[src/sv/hedr_pkg.sv]
package hedr_pkg;

    localparam int NUM_STATES  = 16;
    localparam int NUM_SYMBOLS = 16;
    localparam int WEIGHT_BITS = 16;
    localparam int SUM_BITS    = 40;
    localparam int THRESH_BITS = 40;
    localparam int CMD_BITS    = 2;
    localparam int STATE_BITS  = 4;
    localparam int SYMBOL_BITS = 4;
    localparam int WEIGHT_W    = 16;
    localparam int PROB_BITS   = 17;
    localparam int ENTRIES     = NUM_STATES * NUM_SYMBOLS;
    localparam int ADDR_BITS   = (ENTRIES > 1) ? $clog2(ENTRIES) : 1;
    localparam int ST_ADDR_BITS = (NUM_STATES > 1) ? $clog2(NUM_STATES) : 1;
    localparam int SYM_ADDR_BITS = (NUM_SYMBOLS > 1) ? $clog2(NUM_SYMBOLS) : 1;
    localparam int QUEUE_DEPTH = 2;
    localparam int QPTR_BITS   = 1;
    localparam int DIV_STEPS   = 17;
    localparam int DIV_CNT_BITS = 5;
    localparam logic [SUM_BITS-1:0] SUM_MAX = {SUM_BITS{1'b1}};

    typedef enum logic [CMD_BITS-1:0] {
        CMD_ACCUM = 2'd0,
        CMD_CLEAR = 2'd1,
        CMD_READ  = 2'd2,
        CMD_NONE  = 2'd3
    } cmd_t;

    typedef enum logic [1:0] {
        OP_ACCUM = 2'd0,
        OP_CLEAR = 2'd1,
        OP_READ  = 2'd2,
        OP_BAD   = 2'd3
    } op_t;

    typedef struct packed {
        op_t                     op;
        logic [ADDR_BITS-1:0]    addr;
        logic [ST_ADDR_BITS-1:0] st;
        logic [WEIGHT_BITS-1:0]  weight;
    } job_t;

    typedef struct packed {
        logic push;
        logic full;
        logic empty;
        logic pop;
    } qctl_t;

endpackage

[src/sv/hedr_front.sv]
module hedr_front (
    input  logic                           clk,
    input  logic                           rst_n,
    input  logic                           start,
    input  logic [hedr_pkg::CMD_BITS-1:0]  cmd,
    input  logic [hedr_pkg::STATE_BITS-1:0] state_index,
    input  logic [hedr_pkg::SYMBOL_BITS-1:0] symbol,
    input  logic [hedr_pkg::WEIGHT_W-1:0]  weight,
    input  logic                           pop,
    output hedr_pkg::job_t                 head,
    output hedr_pkg::qctl_t                qctl
);
    import hedr_pkg::*;

    job_t            q_reg [QUEUE_DEPTH];
    logic [QPTR_BITS-1:0] wp_reg, rp_reg;
    logic [QPTR_BITS:0]   cnt_reg;
    job_t            job;
    logic            valid_idx;
    logic            push;

    always_comb
    begin
        valid_idx = (32'(state_index) < NUM_STATES) && (32'(symbol) < NUM_SYMBOLS);
        job.st     = ST_ADDR_BITS'(state_index);
        job.addr   = ADDR_BITS'(state_index) * ADDR_BITS'(NUM_SYMBOLS)
                     + ADDR_BITS'(symbol);
        job.weight = WEIGHT_BITS'(weight);
        unique case (cmd_t'(cmd))
            CMD_ACCUM: job.op = valid_idx ? OP_ACCUM : OP_BAD;
            CMD_CLEAR: job.op = OP_CLEAR;
            CMD_READ:  job.op = valid_idx ? OP_READ : OP_BAD;
            default:   job.op = OP_BAD;
        endcase
    end

    assign qctl.full  = (cnt_reg == (QPTR_BITS+1)'(QUEUE_DEPTH));
    assign qctl.empty = (cnt_reg == '0);
    assign push       = start && !qctl.full
                        && !(job.op == OP_BAD && cmd_t'(cmd) != CMD_READ);
    assign qctl.push  = push;
    assign qctl.pop   = pop;
    assign head       = q_reg[rp_reg];

    always_ff @(posedge clk)
    begin
        if (push)
        begin
            q_reg[wp_reg] <= job;
        end
    end

    always_ff @(posedge clk or negedge rst_n)
    begin
        if (!rst_n)
        begin
            wp_reg  <= '0;
            rp_reg  <= '0;
            cnt_reg <= '0;
        end
        else
        begin
            if (push)
            begin
                wp_reg <= wp_reg + 1'b1;
            end
            if (pop)
            begin
                rp_reg <= rp_reg + 1'b1;
            end
            cnt_reg <= cnt_reg + (QPTR_BITS+1)'(push) - (QPTR_BITS+1)'(pop);
        end
    end
endmodule

[config.mk]
export PLATFORM = sky130hd
export DESIGN_NAME = hedr_front
export DESIGN_NICKNAME = d
export VERILOG_FILES = /design/src/sv/hedr_pkg.sv /design/src/sv/hedr_front.sv
export SDC_FILE = /design/constraint.sdc
export NUM_CORES = 1
export LEC_CHECK = 0
export BUFFER_PORTS_ARGS = -buffer_cell sky130_fd_sc_hd__buf_2
export CORE_MARGIN = 2
export CORE_UTILIZATION = 51
export DETAILED_ROUTE_END_ITERATION = 8
export PLACE_DENSITY_LB_ADDON = 0.2
export SYNTH_ARGS = -nofsm -noshare
export SYNTH_HDL_FRONTEND = slang
export SYNTH_SLANG_ARGS = --single-unit
[constraint.sdc]
create_clock -name clk -period 2.6 [get_ports clk]
set_input_delay 0.13 -clock clk [delete_from_list [all_inputs] [get_ports clk]]
set_output_delay 0.13 -clock clk [all_outputs]
set_load 0.01 [all_outputs]
Word-level counts from Yosys, hierarchy flattened
Memories as Yosys holds them, arrays and structs flattened.
Index checks and enable logic that the tools add are counted.
Widths: inputs -> output; s select.

operators by class
  multiplexer cells = 3
  eq/ne operators = 5
  div/mod/pow operators = 0
  bitwise logic cells = 0
  $mul = 0
  reductions and logical operators = 7
  order comparisons = 0
  shift operators = 0
  $add $sub $neg = 5

operators with widths
  cell                 number
  $add 8x4->8          1
  $eq 2x2->1 const B   3
  $pmux 2 s3           1
  $logic_not 2->1      2
  $logic_and 1x1->1    3
  $add 1x1->1 const B  2
  $add 2x1->2          1
  $eq 2x1->1 const B   1
  $logic_not 1->1      2
  $mux 1               2
  $ne 2x2->1 const B   1
  $sub 2x1->2          1

storage, ports and cells
  memories kept = 1
  bits in read-only memories = 0
  word-level logic and storage cells = 24
  latch bits = 0
  output and inout bits = 34
  memory bits (writable) = 60
  flip-flop bits (word level) = 4
  input port bits = 30

memory list
  name   words  width  rd ports  clocked after Yosys merged registers in  write ports  line              text
  q_reg  2      30     1         0                                        1            hedr_front.sv:15  job_t q_reg [QUEUE_DEPTH];

Longest topological paths before layout
  depth after elaboration = 8
  gate-level depth with buffers = 7

Worst setup path after synthesis
OpenSTA, ideal clock, no wires.

  kind = register -> register
  from = register cnt_reg[1]
  to = memory q_reg[1][0] (netlist name), enable pin
  setup slack = 336 ps
  library setup time = 409 ps
  cell stages (with the launch flop) = 4
  arrival time = 1855 ps
  path buffers = 0
  cell sequence = dfrtp_1 -> nor2b_2 -> nand3b_4 -> nor2_1

RTL lines
  what                    line              text
  from (decl)             hedr_front.sv:17  logic [QPTR_BITS:0] cnt_reg;
  from (signal assigned)  hedr_front.sv:71  cnt_reg <= cnt_reg + (QPTR_BITS+1)'(push) - (QPTR_BITS+1)'(pop);
  to (decl)               hedr_front.sv:15

==> summary.md <==
| Metric | Value |
|---|---|
| Layout area overhead | `20.40%` |
| CTS Buf Count | `5` |
| Row count | `24` |
| Min-delay src | `state_index[2]` |
| CTS tree | `yes` |
| DRC viols | `0` |
| Total Power | `roughly 2.8 mW` |
| Status | `completed` |
| Post-synth ARST share | `under 10%` |
| Hold Path Class | `input port to flop` |
| Fraction of layout cells with a size suffix above 1 | `around 59%` |
| Max Clock Skew | `roughly 0.0063 ns` |
| Leak | `between 1 and 1.5 nW` |
| Fill count | `about 330` |
| Area of the core | `around 4300 sq um` |
| Top cell type's share of synthesized area | `just under 70%` |
| Crit path max-delay family | `flip-flops` |
| Initial DRC count | `56` |
| Max-cap violations | `0` |
| Cell count of the worst hold path | `1` |
| Final Routed Wirelength | `roughly 3400 um` |
| WP data required | `roughly 2.5 ns` |
| Post-DP HPWL | `2510 um` |
| DR WL/cell | `between 10 and 15 um` |
| Synthesized area | `between 2000 and 2500 sq um` |
| Final period utilization | `between 60 and 70%` |
| Pwr dens | `between 1000 and 1500 nW/um^2` |
| CP Cell Sequence | `buf_12, mux2_4, buf_2` |
| Largest net degree at the start of global routing | `19` |
| Most common cell after layout, fill and taps aside | `buf_2` |
| Setup TNS | `0 ns` |
| Clock latency on the worst-skew pair | `roughly 0.30 ns` |
| R2R setup slack | `between 0.8 and 0.9 ns` |
| Placed inst area | `approximately 2600 sq um` |
| Post-synth EDFFs | `52` |
| DIE HEIGHT | `70.34 um` |
| Net Count, Synth | `140` |
| ANT cells | `0` |
| Design area | `2703 sq um` |
| Die area | `roughly 5000 sq um` |
| Clock Tree Buf Depth | `2` |
| CTS root buffer | `clkbuf_8` |
| TritonRoute pass-1 iters | `4` |
| Leading area contributor after synthesis | `edfxtp_1` |
| Final setup fails | `0` |
| Sequential area share after synthesis | `between 70 and 80%` |
| Worst slew pin tran | `between 0.5 and 0.6 ns` |
| Netlist cell types | `16` |
| Avg Vias per Cell | `a little under 5` |
| Gpl congestion | `roughly 0.70` |
| Max FFs per register | `between 50 and 60` |
| CP arrival | `about 1.7 ns` |
| Yosys reg bits | `56` |
| FF-to-FF End | `cnt_reg[1]$_DFF_PN0_` |
| Endpoint type of the worst setup path | `output port` |
| Num ports | `64` |
| Most used cells in the layout excluding fill and tap cells | `63 x buf_2, 52 x edfxtp_1, 19 x mux2_4, 7 x mux2_2, 5 x clkbuf_8` |
| Unrepaired setup endpoints after global routing | `no` |
| Final core occ | `62.94%` |
| Via count | `approximately 1100` |
| Slowest stage cell, crit path | `dfrtp_1` |
| Worst path depth | `3` |
| Synth Flop Type | `edfxtp_1` |
| Peak VDD IR | `about 540 uV` |
| Number of global-route vias before repair | `1186` |
| Total GRT Usage | `between 10 and 15%` |
| Hold Violations, Final | `0` |
| FMAX | `550.0 MHz` |
| Syn. warnings | `0` |
| CP bufs+invs | `2` |
| Port Buffer Count | `63` |
| Antenna-violating nets left | `0` |
| Synth Instances | `between 100 and 150` |
| Grt ovf | `0` |
| Top cells by area, synth | `edfxtp_1 70%, mux2_4 13%, dfrtp_1 4.5%` |
| Initial antenna violation count | `0` |
| CTS H-tree lvls | `2` |
| Global-route wire length before repair | `~5300 um` |
| Tmin final | `1.818 ns` |
| Cell count of the worst reg-to-reg path | `7` |
| WHS Endpoint | `q_reg[1][26]$_DFFE_PP_` |
| Syn avg cell area | `between 20 and 25 sq um` |
| Worst-path clk slew | `~0.090 ns` |
| CP Class | `flop to output port` |
| Initial core utilization | `a little over half` |
| Critical path launch point type | `flop` |
| Peak per-stage delay on the critical path | `0.67 ns` |
| Max transition margin | `66.21%` |
| Number of clock sinks | `56` |
| Slew Limit Fails | `0` |
| Fin nets | `between 200 and 250` |
| Die W | `70.34 um` |
| Post-CTS resize count | `0` |
| Worst-path fanout max | `18` |
| Worst reg2reg startpoint | `cnt_reg[1]$_DFF_PN0_` |
stage by stage:
stage               setup slack, ns  hold WS, ns  std cells
finish                       0.7818      0.01448        227
global route                 0.7022  0.000002581        227
CTS                          0.7571     0.005808        226
detailed placement           0.8942     -0.06004        217
global placement              1.025     -0.06271        217
floorplan                    0.3363      -0.1656        108
layer usage:
metal / global-route usage [%] / vias up / wire length [um]
li1: - / 525 / -
met1: 14.68 / 524 / 1312
met2: 27.67 / 43 / 1841
met3: 4.473 / 6 / 173
met4: 5.128 / 0 / 42
met5: 0 / - / 0
worst register-to-register path, stage by stage, from the launching register on:
cell and delay, ns:
dfrtp_1 0.41, nor2b_2 0.17, nand3b_4 0.18, ha_1 0.28, inv_1 0.04, ha_1 0.19, xnor2_1 0.21, xnor2_1 0.16
worst max path at each step:
stage,from,slack [ns],endpoint
final,rp_reg$_DFFE_PN0P_,0.78,head[17]
after global placement,cnt_reg[1]$_DFF_PN0_,1.02,cnt_reg[1]$_DFF_PN0_
after global routing,rp_reg$_DFFE_PN0P_,0.70,head[25]
after detailed placement,cnt_reg[1]$_DFF_PN0_,0.89,cnt_reg[1]$_DFF_PN0_
after floorplan,cnt_reg[1]$_DFF_PN0_,0.34,q_reg[1][0]$_DFFE_PP_
after CTS,rp_reg$_DFFE_PN0P_,0.76,head[17]
layout make-up:
class / instances / area [sq um] / share of cell area [%]
Inverter: 3 / 11.26 / 0.4167
Tap cell: 52 / 65.06 / 2.407
Clock inverter: 3 / 37.54 / 1.389
Sequential cell: 56 / 1662 / 61.48
Clock buffer: 5 / 68.82 / 2.546
Timing Repair Buffer: 70 / 385.4 / 14.26
Multi-Input combinational cell: 38 / 473.0 / 17.50
what timing repair did:
item                      4_1_cts  5_1_grt
hold buffers                    1        1
hold endpoints to repair        4        2
setup buffers                   0        0
kinds of logic after synthesis:
logic type / count (synthesis) / share of synthesized area, %
buffers and inverters: 14 / 5.128
and+or+nand+nor: 6 / 1.951
DFF: 56 / 74.02
xor gates and xnor gates: 4 / 1.561
muxes: 26 / 16.22
adders and majority gates: 2 / 1.115
synthesized netlist by cell type (2+ instances only):
library cell and instances:
buf_12 2, xnor2_1 3, mux2_4 19, clkbuf_1 2, ha_1 2, mux2_2 7, inv_1 3, nor2_1 3
buf_4 6, edfxtp_1 52, dfrtp_1 4
power breakdown:
part | switching [mW] | internal (mW) | leakage [nW]
Clock | 0.252 | 0.281 | 0.0532
Sequential | 0.0914 | 1.19 | 0.526
Combinational | 0.437 | 0.511 | 0.539
Total | 0.780 | 1.98 | 1.12
Note: power is estimated with default switching activity, not from simulation.
